===== config.mk =====
export PLATFORM = sky130hd
export DESIGN_NAME = stop_and_wait_arq_sender
export DESIGN_NICKNAME = d
export VERILOG_FILES = /design/src/sv/sawarq_pkg.sv /design/src/sv/stop_and_wait_arq_sender.sv
export SDC_FILE = /design/constraint.sdc
export NUM_CORES = 1
export LEC_CHECK = 0
export CORE_ASPECT_RATIO = 0.9
export CORE_MARGIN = 5
export CORE_UTILIZATION = 55
export DETAILED_ROUTE_END_ITERATION = 12
export DONT_BUFFER_PORTS = 1
export GPL_TIMING_DRIVEN = 0
export PLACE_DENSITY_LB_ADDON = 0.2
export SLEW_MARGIN = 30
export SYNTH_ARGS = -nofsm -noshare
export SYNTH_HDL_FRONTEND = slang
export SYNTH_SLANG_ARGS = --single-unit
export TNS_END_PERCENT = 30

===== constraint.sdc =====
create_clock -name clk -period 21.2 [get_ports clk]
set_input_delay 5.3 -clock clk [delete_from_list [all_inputs] [get_ports clk]]
set_output_delay 5.3 -clock clk [all_outputs]
set_load 0.005 [all_outputs]

===== src/sv/sawarq_pkg.sv =====
// ----------------------------------------------------------------------------
// sawarq_pkg
// shared codes, reset values, result bundle and header checksum helpers for
// the stop-and-wait arq sender
// ----------------------------------------------------------------------------
package sawarq_pkg;

    // command codes
    localparam logic [1:0] CMD_SEND  = 2'd0;
    localparam logic [1:0] CMD_TICK  = 2'd1;
    localparam logic [1:0] CMD_REPLY = 2'd2;
    localparam logic [1:0] CMD_END   = 2'd3;

    // action codes
    localparam logic [2:0] ACT_NONE    = 3'd0;
    localparam logic [2:0] ACT_XMIT    = 3'd1;
    localparam logic [2:0] ACT_SEG_ACK = 3'd2;
    localparam logic [2:0] ACT_END_ACK = 3'd3;
    localparam logic [2:0] ACT_FAIL    = 3'd4;

    // transfer phase codes
    localparam logic [1:0] PH_IDLE = 2'd0;
    localparam logic [1:0] PH_DATA = 2'd1;
    localparam logic [1:0] PH_END  = 2'd2;

    localparam logic [7:0] TAG_DATA = 8'h00;
    localparam logic [7:0] TAG_END  = 8'h08;

    // register index, taken from paddr[2]
    localparam logic REG_INIT_TIMEOUT = 1'b0;
    localparam logic REG_RETRY_LIMIT  = 1'b1;

    localparam logic [15:0] INIT_TIMEOUT_RST = 16'd1000;
    localparam logic [7:0]  RETRY_LIMIT_RST  = 8'd10;

    typedef struct packed {
        logic [2:0]  action;
        logic [7:0]  tx_tag;
        logic [7:0]  tx_seq;
        logic [7:0]  tx_ack;
        logic [7:0]  tx_window;
        logic [15:0] tx_length;
        logic [15:0] tx_checksum;
        logic [7:0]  retry_number;
    } result_t;

    // 16-bit add with end-around carry
    function automatic logic [15:0] fold_add(input logic [15:0] a, input logic [15:0] b);
        logic [16:0] t;
        begin
            t = {1'b0, a} + {1'b0, b};
            return t[15:0] + {15'd0, t[16]};
        end
    endfunction

    // inverted ones' complement sum of four words
    function automatic logic [15:0] ones_sum(input logic [15:0] w0, input logic [15:0] w1,
                                             input logic [15:0] w2, input logic [15:0] w3);
        logic [15:0] s;
        begin
            s = fold_add(fold_add(fold_add(w0, w1), w2), w3);
            return ~s;
        end
    endfunction

    function automatic result_t make_header(input logic [7:0] tag, input logic [7:0] seq,
                                            input logic [7:0] ack, input logic [7:0] win,
                                            input logic [15:0] len, input logic [7:0] retries);
        result_t r;
        begin
            r.action       = ACT_XMIT;
            r.tx_tag       = tag;
            r.tx_seq       = seq;
            r.tx_ack       = ack;
            r.tx_window    = win;
            r.tx_length    = len;
            r.tx_checksum  = ones_sum(len, {win, tag}, {ack, seq}, 16'd0);
            r.retry_number = retries;
            return r;
        end
    endfunction

    function automatic result_t empty_result(input logic [2:0] act);
        result_t r;
        begin
            r        = '0;
            r.action = act;
            return r;
        end
    endfunction

endpackage


===== src/sv/stop_and_wait_arq_sender.sv =====
// ----------------------------------------------------------------------------
// stop_and_wait_arq_sender
// header side of a stop-and-wait arq sender: builds data and end headers,
// runs the retransmit timer with backoff and checks reply headers
// ----------------------------------------------------------------------------
//  channel   signals                                   direction
//  in        in_valid, in_stall, command .. reply_*    beat in, one per item
//  out       out_valid, out_stall, action .. retry_*   beat out, one per item
//  cfg       psel, penable, pwrite, paddr, pwdata ...  register access
//
//  every input beat gives exactly one output beat, through the input register
//  and then the result register; a new beat is taken every cycle while the
//  output is not stalled
//  all protocol state sits in flip-flops cleared by rst_n, no clearing pass
//  out_stall holds the result register, and the input register behind it
//  fills before in_stall rises
// ----------------------------------------------------------------------------
module stop_and_wait_arq_sender (
    input  logic        clk,
    input  logic        rst_n,
    // input channel
    input  logic        in_valid,
    output logic        in_stall,
    input  logic [1:0]  command,
    input  logic [15:0] seg_length,
    input  logic [15:0] reply_word0,
    input  logic [15:0] reply_word1,
    input  logic [15:0] reply_word2,
    input  logic [15:0] reply_word3,
    // output channel
    output logic        out_valid,
    input  logic        out_stall,
    output logic [2:0]  action,
    output logic [7:0]  tx_tag,
    output logic [7:0]  tx_seq,
    output logic [7:0]  tx_ack,
    output logic [7:0]  tx_window,
    output logic [15:0] tx_length,
    output logic [15:0] tx_checksum,
    output logic [7:0]  retry_number,
    // configuration port
    input  logic        psel,
    input  logic        penable,
    input  logic        pwrite,
    input  logic [2:0]  paddr,
    input  logic [31:0] pwdata,
    output logic [31:0] prdata,
    output logic        pready
);

    // configuration registers
    logic [15:0] init_timeout_reg;
    logic [7:0]  retry_limit_reg;

    // input stage
    logic        v1_reg;
    logic [1:0]  cmd1_reg;
    logic [15:0] len1_reg;
    logic [15:0] w0_reg, w1_reg, w2_reg, w3_reg;

    // protocol state
    logic [1:0]  phase_reg, phase_next;
    logic [7:0]  seq_reg, seq_next;
    logic [31:0] elapsed_reg, elapsed_next;
    logic [31:0] timeout_reg, timeout_next;
    logic [7:0]  retries_reg, retries_next;
    logic [15:0] hlen_reg, hlen_next;
    logic [7:0]  hseq_reg, hseq_next;
    logic [7:0]  hack_reg, hack_next;
    logic [7:0]  hwin_reg, hwin_next;
    logic [7:0]  htag_reg, htag_next;
    logic [15:0] segkept_reg, segkept_next;

    // result register
    logic                 out_valid_reg;
    sawarq_pkg::result_t  res_reg, res_next;

    logic        advance;
    logic        in_accept;
    logic        cfg_write;
    logic [31:0] elapsed_inc;
    logic [31:0] timeout_dbl;
    logic [7:0]  seq_plus1;
    logic        reply_good;

    assign pready    = 1'b1;
    assign cfg_write = psel & penable & pwrite;

    assign advance   = v1_reg & ~(out_valid_reg & out_stall);
    assign in_stall  = v1_reg & ~advance;
    assign in_accept = in_valid & ~in_stall;

    always_comb
    begin
        case (paddr[2])
            sawarq_pkg::REG_INIT_TIMEOUT: prdata = {16'd0, init_timeout_reg};
            sawarq_pkg::REG_RETRY_LIMIT:  prdata = {24'd0, retry_limit_reg};
            default:                      prdata = 32'd0;
        endcase
    end

    always_ff @(posedge clk or negedge rst_n)
    begin
        if (!rst_n)
        begin
            init_timeout_reg <= sawarq_pkg::INIT_TIMEOUT_RST;
            retry_limit_reg  <= sawarq_pkg::RETRY_LIMIT_RST;
        end
        else if (cfg_write)
        begin
            if (paddr[2] == sawarq_pkg::REG_INIT_TIMEOUT)
                init_timeout_reg <= pwdata[15:0];
            else
                retry_limit_reg <= pwdata[7:0];
        end
    end

    // input register
    always_ff @(posedge clk or negedge rst_n)
    begin
        if (!rst_n)
            v1_reg <= 1'b0;
        else if (in_accept)
            v1_reg <= 1'b1;
        else if (advance)
            v1_reg <= 1'b0;
    end

    always_ff @(posedge clk)
    begin
        if (in_accept)
        begin
            cmd1_reg <= command;
            len1_reg <= seg_length;
            w0_reg   <= reply_word0;
            w1_reg   <= reply_word1;
            w2_reg   <= reply_word2;
            w3_reg   <= reply_word3;
        end
    end

    assign elapsed_inc = (&elapsed_reg) ? elapsed_reg : elapsed_reg + 32'd1;
    assign timeout_dbl = timeout_reg[31] ? 32'hffff_ffff : {timeout_reg[30:0], 1'b0};
    assign seq_plus1   = seq_reg + 8'd1;
    assign reply_good  = (sawarq_pkg::ones_sum(w0_reg, w1_reg, w2_reg, w3_reg) == 16'd0);

    always_comb
    begin
        phase_next   = phase_reg;
        seq_next     = seq_reg;
        elapsed_next = elapsed_reg;
        timeout_next = timeout_reg;
        retries_next = retries_reg;
        hlen_next    = hlen_reg;
        hseq_next    = hseq_reg;
        hack_next    = hack_reg;
        hwin_next    = hwin_reg;
        htag_next    = htag_reg;
        segkept_next = segkept_reg;
        res_next     = sawarq_pkg::empty_result(sawarq_pkg::ACT_NONE);

        case (cmd1_reg)
            sawarq_pkg::CMD_SEND:
            begin
                if (phase_reg == sawarq_pkg::PH_IDLE)
                begin
                    segkept_next = len1_reg;
                    htag_next    = sawarq_pkg::TAG_DATA;
                    hseq_next    = seq_reg;
                    hlen_next    = len1_reg;
                    elapsed_next = 32'd0;
                    timeout_next = {16'd0, init_timeout_reg};
                    retries_next = 8'd0;
                    phase_next   = sawarq_pkg::PH_DATA;
                    res_next     = sawarq_pkg::make_header(sawarq_pkg::TAG_DATA, seq_reg,
                                                           hack_reg, hwin_reg, len1_reg, 8'd0);
                end
            end
            sawarq_pkg::CMD_END:
            begin
                if (phase_reg == sawarq_pkg::PH_IDLE)
                begin
                    htag_next    = sawarq_pkg::TAG_END;
                    elapsed_next = 32'd0;
                    timeout_next = {16'd0, init_timeout_reg};
                    retries_next = 8'd0;
                    phase_next   = sawarq_pkg::PH_END;
                    res_next     = sawarq_pkg::make_header(sawarq_pkg::TAG_END, hseq_reg,
                                                           hack_reg, hwin_reg, hlen_reg, 8'd0);
                end
            end
            sawarq_pkg::CMD_TICK:
            begin
                if (phase_reg != sawarq_pkg::PH_IDLE)
                begin
                    elapsed_next = elapsed_inc;
                    if (elapsed_inc > timeout_reg)
                    begin
                        if (retries_reg >= retry_limit_reg)
                        begin
                            phase_next = sawarq_pkg::PH_IDLE;
                            seq_next   = 8'd0;
                            res_next   = sawarq_pkg::empty_result(sawarq_pkg::ACT_FAIL);
                        end
                        else
                        begin
                            // end phase restarts its timer, data phase keeps counting
                            if (phase_reg == sawarq_pkg::PH_END)
                                elapsed_next = 32'd0;
                            timeout_next = timeout_dbl;
                            retries_next = retries_reg + 8'd1;
                            res_next     = sawarq_pkg::make_header(htag_reg, hseq_reg,
                                                                   hack_reg, hwin_reg,
                                                                   hlen_reg,
                                                                   retries_reg + 8'd1);
                        end
                    end
                end
            end
            default:
            begin
                if (phase_reg != sawarq_pkg::PH_IDLE)
                begin
                    // the reply header overwrites the whole header image
                    hlen_next = w0_reg;
                    htag_next = w1_reg[7:0];
                    hwin_next = w1_reg[15:8];
                    hseq_next = w2_reg[7:0];
                    hack_next = w2_reg[15:8];
                    if (phase_reg == sawarq_pkg::PH_DATA)
                    begin
                        if (reply_good && (w2_reg[15:8] == seq_plus1))
                        begin
                            seq_next   = seq_plus1;
                            phase_next = sawarq_pkg::PH_IDLE;
                            res_next   = sawarq_pkg::empty_result(sawarq_pkg::ACT_SEG_ACK);
                        end
                        else if (!reply_good || (w2_reg[15:8] == seq_reg))
                        begin
                            htag_next    = sawarq_pkg::TAG_DATA;
                            hseq_next    = seq_reg;
                            hlen_next    = segkept_reg;
                            elapsed_next = 32'd0;
                            timeout_next = {16'd0, init_timeout_reg};
                            retries_next = 8'd0;
                            res_next     = sawarq_pkg::make_header(sawarq_pkg::TAG_DATA,
                                                                   seq_reg, w2_reg[15:8],
                                                                   w1_reg[15:8], segkept_reg,
                                                                   8'd0);
                        end
                        else
                        begin
                            phase_next = sawarq_pkg::PH_IDLE;
                            seq_next   = 8'd0;
                            res_next   = sawarq_pkg::empty_result(sawarq_pkg::ACT_FAIL);
                        end
                    end
                    else
                    begin
                        phase_next = sawarq_pkg::PH_IDLE;
                        seq_next   = 8'd0;
                        if (reply_good && (w1_reg[7:0] == sawarq_pkg::TAG_END))
                            res_next = sawarq_pkg::empty_result(sawarq_pkg::ACT_END_ACK);
                        else
                            res_next = sawarq_pkg::empty_result(sawarq_pkg::ACT_FAIL);
                    end
                end
            end
        endcase
    end

    always_ff @(posedge clk or negedge rst_n)
    begin
        if (!rst_n)
        begin
            phase_reg   <= sawarq_pkg::PH_IDLE;
            seq_reg     <= 8'd0;
            elapsed_reg <= 32'd0;
            timeout_reg <= 32'd0;
            retries_reg <= 8'd0;
            hlen_reg    <= 16'd0;
            hseq_reg    <= 8'd0;
            hack_reg    <= 8'd0;
            hwin_reg    <= 8'd0;
            htag_reg    <= 8'd0;
            segkept_reg <= 16'd0;
        end
        else if (advance)
        begin
            phase_reg   <= phase_next;
            seq_reg     <= seq_next;
            elapsed_reg <= elapsed_next;
            timeout_reg <= timeout_next;
            retries_reg <= retries_next;
            hlen_reg    <= hlen_next;
            hseq_reg    <= hseq_next;
            hack_reg    <= hack_next;
            hwin_reg    <= hwin_next;
            htag_reg    <= htag_next;
            segkept_reg <= segkept_next;
        end
    end

    // result register
    always_ff @(posedge clk or negedge rst_n)
    begin
        if (!rst_n)
            out_valid_reg <= 1'b0;
        else if (advance)
            out_valid_reg <= 1'b1;
        else if (!out_stall)
            out_valid_reg <= 1'b0;
    end

    always_ff @(posedge clk)
    begin
        if (advance)
            res_reg <= res_next;
    end

    assign out_valid    = out_valid_reg;
    assign action       = res_reg.action;
    assign tx_tag       = res_reg.tx_tag;
    assign tx_seq       = res_reg.tx_seq;
    assign tx_ack       = res_reg.tx_ack;
    assign tx_window    = res_reg.tx_window;
    assign tx_length    = res_reg.tx_length;
    assign tx_checksum  = res_reg.tx_checksum;
    assign retry_number = res_reg.retry_number;

    // a segment ack moves the sequence on by one
    a_seq_advance: assert property (@(posedge clk) disable iff (!rst_n)
        (advance && (res_next.action == sawarq_pkg::ACT_SEG_ACK))
        |=> (seq_reg == $past(seq_reg) + 8'd1) && (phase_reg == sawarq_pkg::PH_IDLE))
        else $error("segment ack did not advance the sequence");

    // failure and end ack close the transfer
    a_finish: assert property (@(posedge clk) disable iff (!rst_n)
        (advance && ((res_next.action == sawarq_pkg::ACT_FAIL) ||
                     (res_next.action == sawarq_pkg::ACT_END_ACK)))
        |=> (phase_reg == sawarq_pkg::PH_IDLE) && (seq_reg == 8'd0))
        else $error("transfer not closed after failure or end ack");

    // only transmit results carry header fields
    a_clear_fields: assert property (@(posedge clk) disable iff (!rst_n)
        (out_valid_reg && (res_reg.action != sawarq_pkg::ACT_XMIT))
        |-> (res_reg.tx_tag == 8'd0) && (res_reg.tx_length == 16'd0) &&
            (res_reg.tx_checksum == 16'd0) && (res_reg.retry_number == 8'd0))
        else $error("non-transmit result carries header fields");

    // an idle block never transmits on a tick
    a_idle_tick: assert property (@(posedge clk) disable iff (!rst_n)
        (advance && (cmd1_reg == sawarq_pkg::CMD_TICK) && (phase_reg == sawarq_pkg::PH_IDLE))
        |-> (res_next.action == sawarq_pkg::ACT_NONE))
        else $error("tick acted while idle");

endmodule


; Word level (Yosys, flattened, before mapping)
; Cells that the tools add are included.
[classes]
reduce_logical = 28
n_mux = 82
eq_ne = 18
n_lt_le_gt_ge = 2
n_bitwise = 19
addsub = 25
[op_table]
columns = operator, count
row1 = 32-bit two-way mux, 19
row2 = 75-bit two-way mux, 8
row3 = 75-bit one-hot mux with 3 select lines, 1
row4 = 8-bit two-way mux, 25
row5 = 32-bit one-hot mux with 2 select lines, 3
row6 = 16-bit by 16-bit adder with 17-bit output, 11
row7 = 16-bit by 1-bit adder with 16-bit output, 11
row8 = 73-bit two-way mux, 2
row9 = 16-bit two-way mux, 5
row10 = 16-bit inverter, 5
row11 = 8-bit one-hot mux with 2 select lines, 3
row12 = 32-bit by 1-bit adder with 32-bit output (second input constant), 1
row13 = 32-bit greater-than comparator, 1
row14 = 16-bit one-hot mux with 2 select lines, 1
row15 = 32-bit AND reduction, 1
row16 = 8-bit one-hot mux with 3 select lines, 1
row17 = 2-bit two-way mux, 9
row18 = 8-bit by 1-bit adder with 8-bit output (second input constant), 2
row19 = 8-bit == test, 2
row20 = 16-bit zero test, 1
row21 = 2-bit != test (second input constant), 6
row22 = 9-bit AND reduction, 1
row23 = 3-bit nonzero test, 3
row24 = 8-bit by 4-bit == test with 1-bit output (second input constant), 1
row25 = 25 further kinds, 51
[word_totals]
out_inout_bits = 110
elab_cells = 203
reg_bits = 329
input_bits = 124

; Logic depth before layout (Yosys ltp)
; Gate-level depths: netlist (run 1).
[logic_depth]
depth_word = 15
depth_mapped = 56
depth_no_buf = 53

; Worst setup path after synthesis (run 1)
; OpenSTA, ideal clock, no wires.
[synth_timing]
path_type = input port to output port
from = input paddr[2]
to = output prdata[6]
path_buffers = 2
path_slack_ns = 9.652
t_required_ns = 15.900
t_arrival_ns = 6.248
cell_stages = 3
cell_sequence = clkbuf_1 clkbuf_1 mux2_2
[synth_via]
elab_chain_cells = 2
[synth_lines]
columns = element, line
row1 = start: declaration, stop_and_wait_arq_sender.sv:45  ; input logic [2:0] paddr,
row2 = 1-bit inverter (no source line), n/a
row3 = 32-bit one-hot mux with 2 select lines *, stop_and_wait_arq_sender.sv:95  ; case (paddr[2])
row4 = end: declaration, stop_and_wait_arq_sender.sv:47  ; output logic [31:0] prdata,
; Every way passes the cells marked *; elsewhere a longest branch is shown, timed or not. The select of a mux whose other input is x is not followed.

==> results.sh, run 1 <==
export IMPL_dr_pass1_iters=8
export IMPL_period_minus_slack_ns=12.12
export IMPL_use_met2_pct=46.6
export IMPL_synth_top_flop_cell="dfrtp_1"
export IMPL_ys_types=77
export IMPL_fin_setup_tns_ns=0
export IMPL_finalWirelength_um=78700
export IMPL_post_synth_cell_area_avg_um2=9.68
export IMPL_slowest_delay_ns=0.83
export IMPL_chipHeight_um=212
export IMPL_worst_pin_slew_ns=0.999
export IMPL_dr_first_iter_drc_count=2356
export IMPL_met3_usage_pct=5.82
export IMPL_crit_end="tx_length[4]"
export IMPL_leakagePower_nw=11.4
export IMPL_routed_via_count=20900
export IMPL_routabilityCongestion=0.987
export IMPL_wire_per_inst_um=24.1
export IMPL_rsz0062_at_grt="false"
export IMPL_irDropWorstVdd_v=0.0000994
export IMPL_n_antenna_cell=0
export IMPL_ys_top_cells_by_count="ha_1, xnor2_1, dfrtp_1"
export IMPL_synthAdderAreaFrac_pct=11.8
export IMPL_period_share_pct=57.1
export IMPL_synthDominantCellAreaShare_pct=19.0
export IMPL_crit_top_cell="ha_1"
export IMPL_total_power_mw=4.69
export IMPL_final_core_util_pct=59.9
export IMPL_place_hpwl_um=62000
export IMPL_die_w_um=234
export IMPL_slew_headroom_pct=33.4
export IMPL_slew_viol_final=0
export IMPL_finalNonFillerCells=3264
export IMPL_crit_start="w1_reg[0]"
export IMPL_worstRegToRegCells=51
export IMPL_synth_edf_count=157
export IMPL_grt_usage_pct=31.1
export IMPL_r2r_end="tx_length[4]"
export IMPL_grt_pass1_wl_um=119000
export IMPL_fin_skew_ns=0.0250
export IMPL_route_detailed_drc=0
export IMPL_grt_max_degree=173
export IMPL_rows=74
export IMPL_start_util_pct=55.2
export IMPL_cts_root_buffer="clkbuf_16"
export IMPL_grt_most_used_layer="met2"
export IMPL_synth_most_common_cell="ha_1"
export IMPL_finish_instance_area_mm2=0.0270
export IMPL_synthTopCellsByArea="edfxtp_1, dfrtp_1, ha_1, xnor2_1, xor2_1"
export IMPL_nets=2978
export IMPL_clk_pin_slew_ns=0.06
export IMPL_place_inst=3194
export IMPL_min_path_type="flop to flop"
export IMPL_path_max_fanout=10
export IMPL_pwr_density_cell_mw_per_mm2=173
export IMPL_cts_tree="done"
export IMPL_cts_sinks=329
export IMPL_antenna_left=0
export IMPL_startpoint_type="flop"
export IMPL_synthMuxAreaShare_pct=5.45
export IMPL_synth_area_mm2=0.0249
export IMPL_crit_required_ns=21.48
export IMPL_synth_simple_area_share_pct=15.3
export IMPL_grt_pass1_vias=20000
export IMPL_hold_buffers=0
export IMPL_postSynthCellCount=2569
export IMPL_status="finished clean"
export IMPL_synth_top_family_by_area="compound AO/OA/AOI/OAI gates"
export IMPL_max_cap_violations=0
export IMPL_synth_compound_area_share_pct=16.8
export IMPL_drive_gt1_share_pct=7.19
export IMPL_routed_via_density=6.40
export IMPL_hold_violations=0
export IMPL_antenna_found_initial=2
export IMPL_r2r_start="w1_reg[0]"
export IMPL_place_area_mm2=0.0258
export IMPL_timing_setup_critical_path_class="flop to flop"
export IMPL_post_cts_setup_buffer_count=0
export IMPL_clk_latency_ns=0.57
export IMPL_syn2layout_area_growth_pct=8.59
export IMPL_met1_usage_pct=45.3
export IMPL_crit_path_end_kind="flop"
export IMPL_dieArea_mm2=0.0496
export IMPL_overflow=0
export IMPL_ys_seq_area_share_pct=36.3
export IMPL_numCtsBuffers=38
export IMPL_synthArstFlopShare_pct=52.3
export IMPL_setup_viol=0
export IMPL_synth_warnings=0
export IMPL_crit_slowest_cell="a222oi_1"
export IMPL_cts_resized=0
export IMPL_timing_fmax_ghz=0.0825
export IMPL_synth_area_leader_cell="edfxtp_1"
export IMPL_synth_seq_cells=329
export IMPL_htree_levels=2
export IMPL_io_pins=234
export IMPL_numPortBuffers=0
export IMPL_coreArea_mm2=0.0451
export IMPL_r2r_setup_slack_ns=9.08
export IMPL_crit_arrival_ns=12.39
export IMPL_cts_max_path_buffers=3
export IMPL_synth_xor_area_share_pct=10.7
[per-stage QoR]
stage	hold WS [ns]	setup WS, ns
detailed placement	0.522	9.32
finish	0.533	9.08
global route	0.561	8.39
global placement	0.509	9.42
floorplan	0.457	9.65
CTS	0.535	9.22
[worst min path at each step]
stage / from / endpoint / slack (ns) / cells after the start
2_1_floorplan: v1_reg / out_valid / 0.46 / 1
3_3_place_gp: elapsed_reg[30] / elapsed_reg[30] / 0.51 / 1
3_5_place_dp: htag_reg[3] / htag_reg[3] / 0.52 / 2
4_1_cts: htag_reg[3] / htag_reg[3] / 0.53 / 2
5_1_grt: init_timeout_reg[1] / init_timeout_reg[1] / 0.56 / 1
6_report: retry_limit_reg[2] / retry_limit_reg[2] / 0.53 / 1
[per-layer routing]
metal / routed length [µm] / part of all wire (%)
met5: 0 / 0
met4: 2900 / 3.7
met3: 7170 / 9.1
met2: 34300 / 44
met1: 34300 / 44
[cell usage in the layout (no fill, tap or decap), drive strengths merged, types with 52 or more instances in the layout]
cell type  netlist  routed
a21o            52      52
a21oi          128     128
and3            67      67
clkbuf          69     124
dfrtp          164     164
edfxtp         157     157
ha             218     218
inv            126     130
mux2            67      67
mux2i           60      60
nand2          134     134
nand3           87      87
nor2           135     135
nor3            66      66
o21ai          150     150
xnor2          188     188
xor2           112     112
[where the power goes]
part	switching (mW)	internal (mW)
logic	1.80	1.21
clock network	0.274	0.381
registers	0.195	0.823
[cell families (layout without fill, tap and decap cells)]
logic type,count (synthesis),in the layout
simple gates,728,728
compound gates,628,628
flops,329,329
xor+xnor,301,301
fa+ha+maj,228,228
buf+inv,226,298
mux,127,127
other cells,2,17
[final cells by class]
class	instances	area, µm²
sequential	329	9030
clock inverter	15	156
inverter	127	482
tap	608	761
clock buffer	55	1080
fill	3900	18100
multi-input combinational	2029	15000
buffer	99	455
timing repair buffer	2	55.1
[critical path, delay by kind of cell (launching register included)]
family / cells / cell delay (ns)
DFF: 1 / 0.49
and+or+nand+nor: 12 / 2.08
buffers and inverters: 4 / 0.49
adders and majority gates: 9 / 2.33
xor gates and xnor gates: 3 / 0.62
AOI/OAI and AO/OA: 23 / 5.78
Note: power is estimated with default switching activity, not from simulation.
==> run 2, diff against run 1 <==
==> constraint.sdc (replaced) <==
create_clock -name clk -period 12.63 [get_ports clk]
set_input_delay 3.1575 -clock clk [delete_from_list [all_inputs] [get_ports clk]]
set_output_delay 3.1575 -clock clk [all_outputs]
set_load 0.005 [all_outputs]
==> results.sh, run 2 (same netlist as run 1, synthesis figures left out) <==
export IMPL_dr_first_iter_drc_count=2174
export IMPL_fin_skew_ns=0.0244
export IMPL_timing_setup_critical_path_class="flop to flop"
export IMPL_chipHeight_um=212
export IMPL_finish_instance_area_mm2=0.0270
export IMPL_max_cap_violations=0
export IMPL_overflow=0
export IMPL_antenna_left=0
export IMPL_setup_viol=0
export IMPL_min_path_type="flop to flop"
export IMPL_crit_required_ns=12.90
export IMPL_grt_usage_pct=31.1
export IMPL_antenna_found_initial=2
export IMPL_total_power_mw=7.88
export IMPL_hold_violations=0
export IMPL_min_delay_start="htag_reg[3]"
export IMPL_place_area_mm2=0.0258
export IMPL_slew_headroom_pct=33.7
export IMPL_period_minus_slack_ns=11.90
export IMPL_final_core_util_pct=60.0
export IMPL_start_util_pct=55.2
export IMPL_n_antenna_cell=0
export IMPL_startpoint_type="flop"
export IMPL_io_pins=234
export IMPL_fin_ws_ns=0.734
export IMPL_syn2layout_area_growth_pct=8.70
export IMPL_crit_top_cell="ha_1"
export IMPL_grt_max_degree=173
export IMPL_routed_via_count=20900
export IMPL_leakagePower_nw=11.4
export IMPL_worst_pin_slew_ns=0.995
export IMPL_routed_via_density=6.39
export IMPL_pwr_density_cell_mw_per_mm2=291
export IMPL_drive_gt1_share_pct=7.26
export IMPL_crit_slowest_cell="a222oi_1"
export IMPL_die_w_um=234
export IMPL_r2r_start="w1_reg[0]"
export IMPL_grt_pass1_wl_um=119000
export IMPL_status="finished clean"
export IMPL_coreArea_mm2=0.0451
export IMPL_slew_viol_final=0
export IMPL_pre_cts_ws_ns=0.751
export IMPL_wire_per_inst_um=24.1
export IMPL_mostFrequentLayoutCells="ha_1, xnor2_1, dfrtp_1, edfxtp_1, o21ai_0"
export IMPL_dr_pass1_iters=6
export IMPL_timing_fmax_ghz=0.0841
export IMPL_numPortBuffers=0
export IMPL_period_share_pct=94.2
export IMPL_irDropWorstVdd_v=0.000167
export IMPL_crit_start="w1_reg[0]"
export IMPL_crit_arrival_ns=12.17
export IMPL_nets=2980
export IMPL_rows=74
export IMPL_cts_resized=0
export IMPL_dieArea_mm2=0.0496
export IMPL_grt_pass1_vias=20000
export IMPL_crit_path_end_kind="flop"
export IMPL_cts_root_buffer="clkbuf_16"
export IMPL_htree_levels=2
export IMPL_cts_sinks=329
export IMPL_numCtsBuffers=38
export IMPL_clk_latency_ns=0.57
export IMPL_clk_pin_slew_ns=0.06
export IMPL_cts_tree="done"
export IMPL_route_detailed_drc=0
export IMPL_nFillCells=3898
export IMPL_place_hpwl_um=62000
export IMPL_cts_max_path_buffers=3
export IMPL_path_max_fanout=10
export IMPL_slowest_delay_ns=0.82
export IMPL_layout_commonest_cell="ha_1"
export IMPL_routabilityCongestion=0.987
export IMPL_finalWirelength_um=78700
[run 2: cell types whose count changed in the layout (fill, tap and decap cells not counted), sizes merged]
cell	previous run	this run
buf	32	34
[run 2: critical path, delay by kind of cell (launching register included)]
family / cells / cell delay, ns
compound gates: 23 / 5.55
xor+xnor: 3 / 0.63
fa+ha+maj: 9 / 2.34
buf+inv: 5 / 0.65
flops: 1 / 0.49
simple gates: 12 / 1.94
[run 2: path summary, 6_finish.rpt]
path | end | slack [ns] | depth (start not counted)
min reg2reg | htag_reg[3] | 0.53 | 2
min in group asynchronous | init_timeout_reg[4] | 2.30 | 0
max | tx_length[2] | 0.73 | 52
min | htag_reg[3] | 0.53 | 2
max reg2reg | tx_length[2] | 0.73 | 52
max in group asynchronous | hack_reg[4] | 9.88 | 0
[run 2: routing by layer]
layer  part of all wire, %  track usage, %
met5                     0               0
met4                   3.8            11.0
met3                   9.2            5.82
met2                    43            46.6
met1                    43            45.3
[run 2: layout make-up]
| class | count | area (µm²) | share of cell area (%) |
|---|---|---|---|
| Multi-Input combinational cell | 2029 | 15000 | 55.5 |
| Clock inverter | 15 | 156 | 0.578 |
| Tap cell | 608 | 761 | 2.81 |
| Timing Repair Buffer | 4 | 82.6 | 0.305 |
| Inverter | 127 | 482 | 1.78 |
| Clock buffer | 55 | 1080 | 3.98 |
| Sequential cell | 329 | 9030 | 33.4 |
| Buffer | 99 | 455 | 1.68 |
[run 2: per-stage QoR]
step,cells,hold slack (ns),TNS (ns)
finish,3266,0.530,0
global route,3266,0.561,-0.00796
CTS,3264,0.535,0
detailed placement,3194,0.522,0
global placement,3192,0.509,0
floorplan,2584,0.457,0
[run 2: power breakdown]
| part | internal [mW] | switching [mW] |
|---|---|---|
| sequential | 1.38 | 0.327 |
| combinational | 2.04 | 3.03 |
| clock | 0.640 | 0.459 |
[run 2: timing repair]
item,4_1_cts,5_1_grt
endpoints found under the setup margin,0,4
setup buffers,0,2
hold endpoints to repair,0,0
hold buffers,0,0
